**config.mk**
```make
export PLATFORM = sky130hd
export DESIGN_NAME = duration_min_max_mean_stats_top
export DESIGN_NICKNAME = d
export VERILOG_FILES = /design/src/rtl/dmms_pkg.sv /design/src/rtl/duration_min_max_mean_stats_top.sv /design/src/rtl/dmms_mean.sv
export SDC_FILE = /design/constraint.sdc
export NUM_CORES = 1
export LEC_CHECK = 0
export BUFFER_PORTS_ARGS = -buffer_cell sky130_fd_sc_hd__buf_2
export CAP_MARGIN = 20
export CORE_UTILIZATION = 60
export DETAILED_ROUTE_END_ITERATION = 7
export PLACE_DENSITY = 0.85
export SLEW_MARGIN = 20
export SYNTH_ARGS = -nofsm -noshare
export SYNTH_HDL_FRONTEND = slang
export SYNTH_SLANG_ARGS = --single-unit
```
**constraint.sdc**
```tcl
create_clock -name clk -period 6.95 [get_ports clk]
set_clock_uncertainty 0.2 [all_clocks]
set_input_delay 0 -clock clk [delete_from_list [all_inputs] [get_ports clk]]
set_output_delay 0 -clock clk [all_outputs]
set_load 0.02 [all_outputs]
```
**src/rtl/dmms_pkg.sv**
```systemverilog
package dmms_pkg;

	// Default widths
	localparam int SECONDS_WIDTH_DEF = 16;
	localparam int COUNT_WIDTH_DEF   = 32;

	// Microsecond field
	localparam int          USEC_W       = 20;
	localparam int          USEC_IDX_W   = $clog2(USEC_W);
	localparam logic [19:0] USEC_PER_SEC = 20'd1000000;
	localparam logic [19:0] USEC_MAX     = 20'd999999;

	// Mean sequencer states
	typedef enum logic [2:0] {
		MS_IDLE,
		MS_LOAD,
		MS_DIVS,
		MS_MUL,
		MS_ADDU,
		MS_DIVU,
		MS_DONE
	} mean_state_t;

endpackage

```
**src/rtl/duration_min_max_mean_stats_top.sv**
```systemverilog
// A request is taken only while the mean sequencer is idle, so the next
//   one waits until its shared add/subtract unit has finished the previous
//   mean (divide, x1e6, divide) and handed it to the result register.
// The result register lets the next request in while a result waits.
// Reset (arst_n, async): count, min, max and totals clear; min/max read unset.
module duration_min_max_mean_stats_top #(
	parameter int SECONDS_WIDTH = dmms_pkg::SECONDS_WIDTH_DEF,
	parameter int COUNT_WIDTH   = dmms_pkg::COUNT_WIDTH_DEF
) (
	input  logic                        clk,
	input  logic                        arst_n,
	input  logic                        in_valid,
	output logic                        in_ready,
	input  logic [SECONDS_WIDTH-1:0]    sample_sec,
	input  logic [dmms_pkg::USEC_W-1:0] sample_usec,
	output logic                        out_valid,
	input  logic                        out_ready,
	output logic [COUNT_WIDTH-1:0]      use_count,
	output logic [SECONDS_WIDTH-1:0]    min_sec,
	output logic [dmms_pkg::USEC_W-1:0] min_usec,
	output logic [SECONDS_WIDTH-1:0]    max_sec,
	output logic [dmms_pkg::USEC_W-1:0] max_usec,
	output logic [SECONDS_WIDTH-1:0]    mean_sec,
	output logic [dmms_pkg::USEC_W-1:0] mean_usec
);

	localparam int UW   = dmms_pkg::USEC_W;
	localparam int SW   = SECONDS_WIDTH;
	localparam int SUMW = SECONDS_WIDTH + COUNT_WIDTH;

	function automatic logic dur_less(input logic [SW-1:0] as, input logic [UW-1:0] au,
		input logic [SW-1:0] bs, input logic [UW-1:0] bu);
		return (as < bs) || (as == bs && au < bu);
	endfunction

	logic [COUNT_WIDTH-1:0] count_q;
	logic [SW-1:0]          least_sec_q, most_sec_q;
	logic [UW-1:0]          least_usec_q, most_usec_q;
	logic [SUMW-1:0]        sum_sec_q;
	logic [UW-1:0]          sum_usec_q;
	logic                   out_valid_q;

	logic          accept;
	logic [UW-1:0] u;
	logic [UW:0]   nu_raw;
	logic          carry;
	logic [UW-1:0] nu;
	logic [SW:0]   ns;
	logic [SUMW:0] sum_ext;

	logic          mean_idle, mean_done, take;
	logic [SW-1:0] mean_sec_w;
	logic [UW-1:0] mean_usec_w;

	assign accept   = in_valid && in_ready;
	assign in_ready = mean_idle;
	assign take     = !out_valid_q || out_ready;

	// Clamp sample, total with one carry into seconds
	assign u       = (sample_usec > dmms_pkg::USEC_MAX) ? dmms_pkg::USEC_MAX : sample_usec;
	assign nu_raw  = {1'b0, sum_usec_q} + {1'b0, u};
	assign carry   = (nu_raw >= {1'b0, dmms_pkg::USEC_PER_SEC});
	assign nu      = carry ? UW'(nu_raw - {1'b0, dmms_pkg::USEC_PER_SEC}) : nu_raw[UW-1:0];
	assign ns      = {1'b0, sample_sec} + (SW + 1)'(carry);
	assign sum_ext = {1'b0, sum_sec_q} + (SUMW + 1)'(ns);

	// Statistics update on request accept
	always_ff @(posedge clk or negedge arst_n) begin
		if (!arst_n) begin
			count_q      <= '0;
			least_sec_q  <= '0;
			least_usec_q <= '0;
			most_sec_q   <= '0;
			most_usec_q  <= '0;
			sum_sec_q    <= '0;
			sum_usec_q   <= '0;
		end else if (accept) begin
			if (count_q != '1) count_q <= count_q + 1'b1;
			if ((least_sec_q == '0 && least_usec_q == '0) ||
				dur_less(sample_sec, u, least_sec_q, least_usec_q)) begin
				least_sec_q  <= sample_sec;
				least_usec_q <= u;
			end
			if ((most_sec_q == '0 && most_usec_q == '0) ||
				dur_less(most_sec_q, most_usec_q, sample_sec, u)) begin
				most_sec_q  <= sample_sec;
				most_usec_q <= u;
			end
			if (sum_ext[SUMW]) begin
				sum_sec_q  <= '1;
				sum_usec_q <= dmms_pkg::USEC_MAX;
			end else begin
				sum_sec_q  <= sum_ext[SUMW-1:0];
				sum_usec_q <= nu;
			end
		end
	end

	dmms_mean #(
		.SECONDS_WIDTH(SECONDS_WIDTH),
		.COUNT_WIDTH  (COUNT_WIDTH)
	) u_mean (
		.clk      (clk),
		.arst_n   (arst_n),
		.start    (accept),
		.take     (take),
		.count    (count_q),
		.sum_sec  (sum_sec_q),
		.sum_usec (sum_usec_q),
		.idle     (mean_idle),
		.done     (mean_done),
		.mean_sec (mean_sec_w),
		.mean_usec(mean_usec_w)
	);

	// Result register valid
	always_ff @(posedge clk or negedge arst_n) begin
		if (!arst_n) begin
			out_valid_q <= 1'b0;
		end else if (mean_done && take) begin
			out_valid_q <= 1'b1;
		end else if (out_ready) begin
			out_valid_q <= 1'b0;
		end
	end

	// Result register payload
	always_ff @(posedge clk) begin
		if (mean_done && take) begin
			use_count <= count_q;
			min_sec   <= least_sec_q;
			min_usec  <= least_usec_q;
			max_sec   <= most_sec_q;
			max_usec  <= most_usec_q;
			mean_sec  <= mean_sec_w;
			mean_usec <= mean_usec_w;
		end
	end

	assign out_valid = out_valid_q;

endmodule

```
**src/rtl/dmms_mean.sv**
```systemverilog
// Mean sequencer: total / count through one shared add/subtract unit.
// Seconds: restoring division of the total seconds by the count.
// Microseconds: remainder * 1e6 (shift-and-add) + total usec, then a
// 20-step restoring division whose quotient is the microsecond part.
module dmms_mean #(
	parameter int SECONDS_WIDTH = dmms_pkg::SECONDS_WIDTH_DEF,
	parameter int COUNT_WIDTH   = dmms_pkg::COUNT_WIDTH_DEF
) (
	input  logic                                 clk,
	input  logic                                 arst_n,
	input  logic                                 start,
	input  logic                                 take,
	input  logic [COUNT_WIDTH-1:0]               count,
	input  logic [SECONDS_WIDTH+COUNT_WIDTH-1:0] sum_sec,
	input  logic [dmms_pkg::USEC_W-1:0]          sum_usec,
	output logic                                 idle,
	output logic                                 done,
	output logic [SECONDS_WIDTH-1:0]             mean_sec,
	output logic [dmms_pkg::USEC_W-1:0]          mean_usec
);

	localparam int UW   = dmms_pkg::USEC_W;
	localparam int SUMW = SECONDS_WIDTH + COUNT_WIDTH;
	localparam int DVW  = (SUMW > UW) ? SUMW : UW;
	localparam int AW   = COUNT_WIDTH + UW;
	localparam int CNTW = $clog2(DVW);

	dmms_pkg::mean_state_t state_q, state_d;

	logic [COUNT_WIDTH-1:0]   rem_q;
	logic [DVW-1:0]           dvd_q;
	logic [AW-1:0]            acc_q;
	logic [CNTW-1:0]          cnt_q;
	logic [SECONDS_WIDTH-1:0] msec_q;
	logic                     sat_q;

	// Shared adder operands
	logic [AW-1:0]          op_a, op_b;
	logic                   op_sub;
	logic [AW:0]            alu_res;
	logic [COUNT_WIDTH:0]   div_t;
	logic                   div_ge;
	logic [COUNT_WIDTH-1:0] rem_next;
	logic [DVW-1:0]         dvd_next;
	logic                   mul_bit;
	logic                   last;

	assign div_t   = {rem_q, dvd_q[DVW-1]};
	assign mul_bit = dmms_pkg::USEC_PER_SEC[cnt_q[dmms_pkg::USEC_IDX_W-1:0]];
	assign last    = (cnt_q == '0);

	always_comb begin
		op_a   = AW'(div_t);
		op_b   = AW'(count);
		op_sub = 1'b1;
		case (state_q)
			dmms_pkg::MS_MUL: begin
				op_a   = {acc_q[AW-2:0], 1'b0};
				op_b   = mul_bit ? AW'(rem_q) : '0;
				op_sub = 1'b0;
			end
			dmms_pkg::MS_ADDU: begin
				op_a   = acc_q;
				op_b   = AW'(sum_usec);
				op_sub = 1'b0;
			end
			default: begin
			end
		endcase
	end

	assign alu_res = {1'b0, op_a} + (op_sub ? ~{1'b0, op_b} : {1'b0, op_b})
		+ (AW + 1)'(op_sub);

	// Restoring division step
	assign div_ge   = !alu_res[AW];
	assign rem_next = div_ge ? alu_res[COUNT_WIDTH-1:0] : div_t[COUNT_WIDTH-1:0];
	assign dvd_next = {dvd_q[DVW-2:0], div_ge};

	// State register
	always_ff @(posedge clk or negedge arst_n) begin
		if (!arst_n) begin
			state_q <= dmms_pkg::MS_IDLE;
		end else begin
			state_q <= state_d;
		end
	end

	// Next state and outputs
	always_comb begin
		state_d = state_q;
		idle    = 1'b0;
		done    = 1'b0;
		case (state_q)
			dmms_pkg::MS_IDLE: begin
				idle = 1'b1;
				if (start) state_d = dmms_pkg::MS_LOAD;
			end
			dmms_pkg::MS_LOAD: state_d = dmms_pkg::MS_DIVS;
			dmms_pkg::MS_DIVS: if (last) state_d = dmms_pkg::MS_MUL;
			dmms_pkg::MS_MUL:  if (last) state_d = dmms_pkg::MS_ADDU;
			dmms_pkg::MS_ADDU: state_d = dmms_pkg::MS_DIVU;
			dmms_pkg::MS_DIVU: if (last) state_d = dmms_pkg::MS_DONE;
			dmms_pkg::MS_DONE: begin
				done = 1'b1;
				if (take) state_d = dmms_pkg::MS_IDLE;
			end
			default: state_d = dmms_pkg::MS_IDLE;
		endcase
	end

	// Datapath registers
	always_ff @(posedge clk) begin
		case (state_q)
			dmms_pkg::MS_LOAD: begin
				rem_q <= '0;
				dvd_q <= DVW'(sum_sec);
				cnt_q <= CNTW'(DVW - 1);
			end
			dmms_pkg::MS_DIVS: begin
				rem_q <= rem_next;
				dvd_q <= dvd_next;
				cnt_q <= cnt_q - 1'b1;
				if (last) begin
					msec_q <= dvd_next[SECONDS_WIDTH-1:0];
					sat_q  <= |(dvd_next >> SECONDS_WIDTH);
					acc_q  <= '0;
					cnt_q  <= CNTW'(UW - 1);
				end
			end
			dmms_pkg::MS_MUL: begin
				acc_q <= alu_res[AW-1:0];
				cnt_q <= cnt_q - 1'b1;
			end
			dmms_pkg::MS_ADDU: begin
				rem_q <= alu_res[AW-1:UW];
				dvd_q <= DVW'(alu_res[UW-1:0]) << (DVW - UW);
				cnt_q <= CNTW'(UW - 1);
			end
			dmms_pkg::MS_DIVU: begin
				rem_q <= rem_next;
				dvd_q <= dvd_next;
				cnt_q <= cnt_q - 1'b1;
			end
			default: begin
			end
		endcase
	end

	assign mean_sec  = sat_q ? '1 : msec_q;
	assign mean_usec = sat_q ? dmms_pkg::USEC_MAX : dvd_q[UW-1:0];

endmodule

```
# Yosys cells after proc, flatten, opt, wreduce, memory -nomap -nowiden
# Memories as Yosys holds them, arrays and structs flattened. A register that Yosys moved wholly into a read port is not among the register bits.
# Index checks and enable logic that the tools add are counted.
[totals] memories=1 word_cells=114 regBits=471 rom_bits=32 out_inout_bits=142
[memory_table] memory="(no name shown)" words=32 width=1 rd=1 rd_clocked_by_memory_dff=1 wr=0 line_no="dmms_mean.sv:49" source="assign mul_bit = dmms_pkg::USEC_PER_SEC[cnt_q[dmms_pkg::USEC_IDX_W-1:0]];"
[op_classes] n_mux=28 bitwise=1 n_reduce_logical=33 n_addsub=8 n_eq_ne=14 order_cmp=7
[op_table] cell="case mux 52 bit (2 select lines)" count=3
[op_table] cell="case mux 48 bit (3 select lines)" count=1
[op_table] cell="case mux 32 bit (3 select lines)" count=1
[op_table] cell="2-to-1 mux 32 bit" count=2
[op_table] cell="2-to-1 mux 20 bit" count=3
[op_table] cell="adder 52 x 53 -> 53 bit" count=1
[op_table] cell="adder 53 x 1 -> 53 bit" count=1
[op_table] cell="2-to-1 mux 53 bit" count=1
[op_table] cell="NOT 52 -> 53 bit" count=1
[op_table] cell="2-to-1 mux 52 bit" count=1
[op_table] cell="adder 48 x 17 -> 49 bit" count=1
[op_table] cell="2-to-1 mux 48 bit" count=1
[op_table] cell="zero test 20 bit" count=2
[op_table] cell="< comparator 20 bit" count=2
[op_table] cell="adder 32 x 1 -> 32 bit (second input constant)" count=1
[op_table] cell="equality test 16 bit" count=2
[op_table] cell="zero test 16 bit" count=2
[op_table] cell="< comparator 16 bit" count=2
[op_table] cell="inequality test 32 bit (second input constant)" count=1
[op_table] cell="OR reduction 32 bit" count=1
[op_table] cell="case mux 6 bit (4 select lines)" count=1
[op_table] cell="adder 20 x 20 -> 21 bit" count=1
[op_table] cell=">= comparator 21 x 20 -> 1 bit (second input constant)" count=1
[op_table] cell="case mux 3 bit (7 select lines)" count=1
[op_table] cell="25 further kinds" count=57

# Longest topological paths before layout
# Gate-level depths: netlist (run 1).
[logic_depth] depth_word=10 depth_mapped=33 mapped_depth_nobuf=29

# By module
# Synthesis (run 1) repeated with hierarchy kept, for this count alone.
[hier_totals] hier_cells=2602 area_unflattened_um2=27033.4
[by_module_without_submodules] module="duration_min_max_mean_stats_top" instances=1 cells_per_inst=1346 area_per_inst_um2=15710.1
[by_module_without_submodules] module="dmms_mean" instances=1 cells_per_inst=1256 area_per_inst_um2=11323.4

# Worst setup path after synthesis (run 1)
# No wires, ideal clock.
[synth_timing] path_kind="input port to flip-flop" from="input port sample_usec[15] in the netlist's numbering" to="register sum_usec_q[10]" t_arrival_ps=7073 path_slack_ps=-454 t_required_ps=6619 setup_ps=131 stages=27 cell_sequence="or4_4 > o311a_1 > clkbuf_1 > or2_2 > ha_1 > a21o_1 > a21oi_1 > o211ai_2 > a2111oi_0 > or3_1 > o211ai_1 > and3_1 > a2111oi_2 > nor2_1 > fa_1 > fa_1 > nand2b_1 > a21oi_1 > o21ai_0 > a21oi_1 > a2111oi_0 > o21bai_1 > a21oi_1 > o21ai_0 > clkbuf_1 > o31a_1 > nand3_1"
[synth_via] elab_chain_len=7 word_cells_on_any_way=9
[synth_rtl] element="start, declared" line_no="duration_min_max_mean_stats_top.sv:15" source="input logic [dmms_pkg::USEC_W-1:0] sample_usec,"
[synth_rtl] element="> comparator 20 bit (*)" line_no="duration_min_max_mean_stats_top.sv:60" source="assign u = (sample_usec > dmms_pkg::USEC_MAX) ? dmms_pkg::USEC_MAX : sample_usec;"
[synth_rtl] element="2-to-1 mux 20 bit (*)" line_no="duration_min_max_mean_stats_top.sv:60"
[synth_rtl] element="via u[4]" line_no="duration_min_max_mean_stats_top.sv:44" source="logic [UW-1:0] u;"
[synth_rtl] element="adder 20 x 20 -> 21 bit (*)" line_no="duration_min_max_mean_stats_top.sv:61" source="assign nu_raw = {1'b0, sum_usec_q} + {1'b0, u};"
[synth_rtl] element=">= comparator 21 x 20 -> 1 bit" line_no="duration_min_max_mean_stats_top.sv:62" source="assign carry = (nu_raw >= {1'b0, dmms_pkg::USEC_PER_SEC});"
[synth_rtl] element="adder 16 x 1 -> 17 bit" line_no="duration_min_max_mean_stats_top.sv:64" source="assign ns = {1'b0, sample_sec} + (SW + 1)'(carry);"
[synth_rtl] element="adder 48 x 17 -> 49 bit" line_no="duration_min_max_mean_stats_top.sv:65" source="assign sum_ext = {1'b0, sum_sec_q} + (SUMW + 1)'(ns);"
[synth_rtl] element="2-to-1 mux 20 bit (*)" line_no="duration_min_max_mean_stats_top.sv:89" source="if (sum_ext[SUMW]) begin"
[synth_rtl] element="end signal, assigned" line_no="duration_min_max_mean_stats_top.sv:91" source="sum_usec_q <= dmms_pkg::USEC_MAX;"
[synth_rtl] element="end signal, assigned" line_no="duration_min_max_mean_stats_top.sv:94" source="sum_usec_q <= nu;"
[synth_rtl] element="end, declared" line_no="duration_min_max_mean_stats_top.sv:40" source="logic [UW-1:0] sum_usec_q;"
# The timed path passes the listed nets; every way through them passes the cells marked *.
# A chain may end at the register's enable or synchronous reset.

# Worst setup path after layout (run 1)
[layout_timing] from="input port sample_usec[17] in the netlist's numbering" to="register sum_sec_q[28]"
[layout_via] elab_chain_len=7
[layout_rtl] element="> comparator 20 bit" line_no="duration_min_max_mean_stats_top.sv:60"
[layout_rtl] element="2-to-1 mux 20 bit" line_no="duration_min_max_mean_stats_top.sv:60"
[layout_rtl] element="via u[0]" line_no="duration_min_max_mean_stats_top.sv:44"
[layout_rtl] element="adder 20 x 20 -> 21 bit" line_no="duration_min_max_mean_stats_top.sv:61"
[layout_rtl] element=">= comparator 21 x 20 -> 1 bit" line_no="duration_min_max_mean_stats_top.sv:62"
[layout_rtl] element="adder 16 x 1 -> 17 bit" line_no="duration_min_max_mean_stats_top.sv:64"
[layout_rtl] element="adder 48 x 17 -> 49 bit" line_no="duration_min_max_mean_stats_top.sv:65"
[layout_rtl] element="2-to-1 mux 48 bit" line_no="duration_min_max_mean_stats_top.sv:89"
[layout_rtl] element="end signal, assigned" line_no="duration_min_max_mean_stats_top.sv:93" source="sum_sec_q <= sum_ext[SUMW-1:0];"
[layout_rtl] element="end, declared" line_no="duration_min_max_mean_stats_top.sv:39" source="logic [SUMW-1:0] sum_sec_q;"
# The timed path passes the listed nets, and every way through them passes these cells.

==> results of run 1 <==
flip-flops by register name, summed over array words and instances, names as in the netlist, 3 cells and up:
signal and flops:
use_count 32, most_sec_q 16, sum_sec_q 48, mean_sec 16, mean_usec 20, max_sec 16
least_usec_q 20, min_usec 20, u_mean.rem_q 32, min_sec 16, u_mean.cnt_q 6, u_mean.acc_q 52
sum_usec_q 20, u_mean.dvd_q 48, u_mean.msec_q 16, max_usec 20, count_q 32, most_usec_q 20
u_mean.state_q 3, least_sec_q 16
how the worst min path moves through the flow:
stage	to	slack, ns	cells after the start
floorplan	count_q[0]	-0.50	0
global placement	most_usec_q[12]	-0.17	1
detailed placement	most_usec_q[12]	-0.16	1
CTS	most_sec_q[8]	0.02	3
global route	most_usec_q[1]	0.06	6
finish	most_usec_q[1]	0.04	6
repair_timing:
| item | CTS | global route |
|---|---|---|
| endpoints found under the setup margin | 0 | 68 |
| buffers inserted | 0 | 3 |
| hold endpoints to repair | 278 | 0 |
| hold buffers | 46 | 0 |
| gates resized for setup | 0 | 27 |
layer usage:
metal / global-route usage, % / vias up / share of wire, %
li1: - / 9998 / -
met1: 46.5 / 10853 / 39
met2: 56.0 / 1359 / 47
met3: 7.08 / 268 / 9.7
met4: 14.2 / 2 / 4.2
met5: 0 / - / 0.015
cell usage after synthesis, types with 24 or more instances:
cell type | count | share of area (%)
o22ai_1 | 24 | 0.57
mux2i_1 | 37 | 1.4
clkbuf_1 | 100 | 1.4
nor3_1 | 31 | 0.58
nor2b_1 | 24 | 0.57
mux2_2 | 48 | 2.0
xor2_1 | 60 | 2.0
or2_2 | 50 | 1.2
edfxtp_1 | 295 | 33
nor4_1 | 45 | 1.1
inv_1 | 105 | 1.5
a31oi_1 | 39 | 0.92
nand3_1 | 61 | 1.1
xnor2_1 | 82 | 2.7
a21oi_1 | 119 | 2.2
a21o_1 | 56 | 1.6
a32o_1 | 28 | 1.1
o21a_1 | 24 | 0.68
nand2_1 | 232 | 3.3
dfrtp_1 | 176 | 17
and3_1 | 30 | 0.71
a22oi_1 | 74 | 2.1
ha_1 | 140 | 6.6
nor2_1 | 200 | 2.8
o21ai_0 | 122 | 2.3
nand4_1 | 36 | 0.85
cell families after synthesis:
| group | count (synthesis) | synth area share, % |
|---|---|---|
| and+or+nand+nor | 795 | 14.6 |
| buffers and inverters | 222 | 3.20 |
| DFF | 472 | 50.0 |
| xor gates and xnor gates | 142 | 4.68 |
| adders and majority gates | 146 | 6.97 |
| muxes | 85 | 3.43 |
| AOI/OAI and AO/OA | 652 | 17.1 |
placed cells by master, fill, tap and decap left out, drive strengths merged, types with 48 or more instances in the layout:
| cell type | Yosys | final |
|---|---|---|
| inv | 105 | 106 |
| edfxtp | 295 | 295 |
| a22oi | 76 | 76 |
| a21oi | 120 | 120 |
| ha | 140 | 140 |
| xor2 | 60 | 60 |
| a21o | 56 | 56 |
| xnor2 | 82 | 82 |
| buf | 16 | 313 |
| or2 | 51 | 51 |
| nand3 | 61 | 61 |
| dfrtp | 176 | 176 |
| o21ai | 124 | 124 |
| clkbuf | 100 | 66 |
| nand2 | 232 | 232 |
| mux2 | 48 | 48 |
| nor2 | 200 | 200 |
where the power goes:
part           internal, uW  switching [uW]  leakage, uW
logic                  3650            6150      0.00728
clock network          1690            1160     0.000832
registers              4180             874      0.00503
total                  9520            8190       0.0131
critical path, delay by kind of cell:
family / cells / cell delay (ns)
AO/OA/AOI/OAI: 14 / 2.83
adder cells (fa/ha/maj): 4 / 1.27
buffers and inverters: 7 / 1.38
multiplexers: 1 / 0.28
AND/OR/NAND/NOR: 7 / 1.14
final cells by class:
| class | instances | area (um^2) |
|---|---|---|
| tap | 585 | 732 |
| fill | 2967 | 12200 |
| clock buffer | 66 | 1340 |
| inverter | 106 | 398 |
| sequential | 472 | 13300 |
| timing repair buffer | 358 | 2410 |
| multi-input combinational | 1820 | 12600 |
| clock inverter | 26 | 388 |
metrics by stage:
| stage | cells | power, uW |
|---|---|---|
| 5_1_grt | 3433 | 18600 |
| 3_3_place_gp | 3292 | 14100 |
| 6_report | 3433 | 17700 |
| 3_5_place_dp | 3292 | 14300 |
| 2_1_floorplan | 2514 | 11100 |
| 4_1_cts | 3430 | 17300 |
==> results.toml, run 1 <==
[status]
status = "completed"

[pwr]
power.density_mw_per_mm2 = 568
max-vdd-ir-drop_uv = 563
power_leakage_uw = 0.0131

[setup_path]
cp_max_fo = 7
r2r_setup_slack_ns = 0.57
crit_type = "primary input to flop"
cp.arrival_ns = 6.92
worst_ep_required_time_ns = 7.20
reg2reg_from = "sum_usec_q[0]"
r2r-end = "sum_sec_q[28]"
crit_start = "sample_usec[17]"
cp-start-kind = "primary input"
cpMaxStageDelayCell = "dlygate4sd3_1"
max_stage_delay_ns = 0.55
rr_worst_depth = 27
cp-endpoint = "sum_sec_q[28]"
crit_top_cell = "buf_4"
end_kind = "flop"

[layout]
final_util_pct = 71.9
drive_above_1_share_pct = 19.3
final_area_mm2 = 0.0312
fin_nets = 2991
antenna_cells = 0
area_growth_pct = 17.5

[detailed_routing]
wl_mm = 78.8
vias_per_cell = 6.55
num_vias = 22480
dr.pass1.iters = 8
wire_per_inst_um = 23.0
drc = 0
final_antenna_net_count = 0
drt-initial-drc-count = 2669

[timing]
tns_ns = 0
maxSlewHeadroom_pct = 24.1
hold_violations = 0
holdWs_ns = 0.0362
layout_min_cycle_time_ns = 6.67
layout_setup_ws_ns = 0.282
post-route-period-util_pct = 95.9
tightest_slew_ns = 1.14
max_freq_mhz = 150
slew_violations = 0
setup_viol = 0

[grt]
grt_overflow = 0
grtUsageTotal_pct = 34.9
grt_pass1_vias = 21768
grt_pass1_wl_mm = 121
grt_max_degree = 65
grt_antenna_before_repair = 1

[cts]
cts_buffer_depth = 3
clk_pin_slew_ns = 0.06
cts_tree = "yes"
clk-insertion-delay-late_ns = 0.62
cts.sinks = 472
clk_root_buffer_cell = "clkbuf_16"
cts_made_buffers = 49
htreeDepth = 2

[logic_synthesis]
ys_async_sr_fraction_pct = 37.3
ys.flop_type = "edfxtp_1"
ys_ff_latch = 472
yosysWarnings = 0
syn_nets = 2698
syn-cell-area_mm2 = 0.0266
yosysSeqAreaShare_pct = 50.0
syn_area_per_cell_um2 = 10.6
postSynthCellCount = 2514
synth.distinct_cells = 93
synth-edff-count = 295

[floorplanning]
die_area_mm2 = 0.0451
dieHeight_um = 212
die_w_um = 212
row_count = 76
core_mm2 = 0.0434
io_pins = 182
floorplan.initialDensity_pct = 61.2

[hold_path]
worstHoldStart = "sample_usec[10]"
hold_path.class = "primary input to flop"

[place]
hpwl_mm = 55.2
place_area_mm2 = 0.0288
gp_congestion = 0.959
port_buffers = 181
place_ws_ns = -0.321

[job]
maxCapViolations = 0
Power figures use the tool's default switching activity.
==> inputs of run 2 (changes only) <==
--- a/config.mk
+++ b/config.mk
@@ -7,9 +7,9 @@
 export LEC_CHECK = 0
 export BUFFER_PORTS_ARGS = -buffer_cell sky130_fd_sc_hd__buf_2
 export CAP_MARGIN = 20
-export CORE_UTILIZATION = 60
+export CORE_UTILIZATION = 56
 export DETAILED_ROUTE_END_ITERATION = 7
-export PLACE_DENSITY = 0.85
+export PLACE_DENSITY = 0.84
 export SLEW_MARGIN = 20
 export SYNTH_ARGS = -nofsm -noshare
 export SYNTH_HDL_FRONTEND = slang
==> constraint.sdc (replaced) <==
create_clock -name clk -period 5.8 [get_ports clk]
set_clock_uncertainty 0.2 [all_clocks]
set_input_delay 0 -clock clk [delete_from_list [all_inputs] [get_ports clk]]
set_output_delay 0 -clock clk [all_outputs]
set_load 0.02 [all_outputs]
==> results.toml, run 2 (synthesized netlist as in run 1, its figures left out) <==
[timing]
slew_violations = 0
holdWs_ns = 0.0482
tightest_slew_ns = 1.08
tns_ns = -11.77
setup_viol = 64
grt_setup_unrepaired = "yes"
layout_min_cycle_time_ns = 6.13
hold_violations = 0
post-route-period-util_pct = 106
layout_setup_ws_ns = -0.328
maxSlewHeadroom_pct = 28.0
max_freq_mhz = 163

[pwr]
switchingPower_uw = 10300
power.density_mw_per_mm2 = 679
pwr-share-clk_pct = 14.8
seqPwrFrac_pct = 27.3
swShare_pct = 46.7
intPower_uw = 11800
pwr-share-comb_pct = 57.8
max-vdd-ir-drop_uv = 587
power_leakage_uw = 0.0137

[detailed_routing]
wire_per_inst_um = 23.3
num_vias = 23119
wl_mm = 82.4
vias_per_cell = 6.54
final_antenna_net_count = 0
drc = 32
drt-initial-drc-count = 2962
dr.pass1.iters = 8

[status]
status = "finished, violations left"
violations = "design-rule violations, negative setup slack"

[place]
hpwl_mm = 55.9
port_buffers = 181
place_ws_ns = -1.14
gp_congestion = 0.978

[hold_path]
hold_path.class = "primary input to flop"

[cts]
clk_pin_slew_ns = 0.07
htreeDepth = 2
cts.sinks = 472
clk_root_buffer_cell = "clkbuf_16"
cts_made_buffers = 50
cts_buffer_depth = 3
cts_tree = "yes"
clk-insertion-delay-late_ns = 0.60

[layout]
layout_commonest_cell = "edfxtp_1"
reg_top3 = "u_mean.acc_q x52, sum_sec_q x48, u_mean.dvd_q x48"
top_register = "u_mean.acc_q"
fin_nets = 3070
largest_reg_flops = 52
antenna_cells = 0
drive_above_1_share_pct = 24.2
num-fill-cells = 3158
area_growth_pct = 22.7
mostFrequentLayoutCells = "edfxtp_1 (295), nand2_1 (230), nor2_1 (190), buf_4 (181), buf_2 (179)"

[setup_path]
end_kind = "flop"
crit_type = "primary input to flop"
crit_family = "compound AO/OA/AOI/OAI gates"
max_stage_delay_ns = 0.54
cp_max_fo = 8
critPathBufInv = 4
cp-start-kind = "primary input"
worst_ep_required_time_ns = 6.08
crit_top_cell = "a2111oi_4"
cpMaxStageDelayCell = "or4_4"
cp.arrival_ns = 6.40

[floorplanning]
dieHeight_um = 220
die_area_mm2 = 0.0483
io_pins = 182
core_mm2 = 0.0467
floorplan.initialDensity_pct = 56.9
die_w_um = 220
row_count = 79

[job]
maxCapViolations = 0

[grt]
grt_pass1_vias = 22530
grt_max_degree = 81
grtUsageTotal_pct = 33.0
grt_antenna_before_repair = 2
grt_overflow = 0
grt_pass1_wl_mm = 124
run 2: cell types whose count changed in the layout (fill, tap and decap cells not counted), sizes merged, moves of 2 or more:
cell,previous run,this run
dlygate4sd3,45,47
buf,313,388
inv,106,108
clkbuf,66,61
clkinv,13,19
bufinv,9,5
run 2: final timing paths:
path / from / end / slack [ns] / cells after the start
worst max-delay path: sample_usec[15] / sum_usec_q[18] / -0.33 / 29
worst min-delay path: sample_usec[11] / most_usec_q[2] / 0.05 / 5
worst max register to register: sum_usec_q[0] / sum_sec_q[40] / -0.23 / 27
worst min register to register: u_mean.dvd_q[10] / u_mean.msec_q[11] / 0.27 / 0
max in group asynchronous: arst_n / sum_sec_q[2] / 4.18 / 4
min in group asynchronous: arst_n / most_usec_q[9] / 0.36 / 4
run 2: repair_timing:
item                                    in CTS  in global routing
pin swaps                                   25                 45
hold endpoints to repair                   203                  6
hold buffers                                48                  3
endpoints found under the setup margin      68                 68
buffers inserted                            18                 15
gates cloned                                 1                  3
resized for setup                           40                 96
run 2: power by group through the flow:
stage / clock network (uW) / registers (uW) / logic [uW]
after CTS: 3290 / 5980 / 11900
final: 3280 / 6050 / 12800
after global placement: 0 / 5980 / 11200
after floorplan: 0 / 5760 / 7710
after global routing: 3410 / 6100 / 13600
after detailed placement: 0 / 6020 / 11500
run 2: final cells by class:
type | count | area (um^2) | area share [%]
Multi-Input combinational cell | 1821 | 13400 | 41.0
Clock inverter | 31 | 323 | 0.991
Clock buffer | 61 | 1320 | 4.06
Sequential cell | 472 | 13300 | 40.8
Timing Repair Buffer | 435 | 3120 | 9.58
Inverter | 106 | 398 | 1.22
Tap cell | 607 | 759 | 2.33
run 2: through the flow:
stage / area [um^2] / power (uW) / utilization, % / cells
after floorplan: 26900 / 13500 / - / 2514
after global placement: 29500 / 17200 / 63.2 / 3356
after detailed placement: 29500 / 17600 / 63.2 / 3357
after CTS: 32000 / 21200 / 68.5 / 3515
after global routing: 32600 / 23100 / 69.8 / 3533
final: 32600 / 22100 / 69.8 / 3533
run 2: routing by layer:
| layer | GRT usage [%] | up-vias | wire, um |
|---|---|---|---|
| met5 | 0 | - | 18 |
| met4 | 14.0 | 2 | 4110 |
| met3 | 6.89 | 327 | 8170 |
| met2 | 54.4 | 1420 | 39100 |
| met1 | 42.0 | 11218 | 31000 |
| li1 | - | 10152 | - |
run 2: worst min-delay path, stage by stage:
cell and delay [ns]:
buf_2 0.11, o311a_4 0.27, or2_4 0.17, buf_4 0.12
mux2_2 0.14
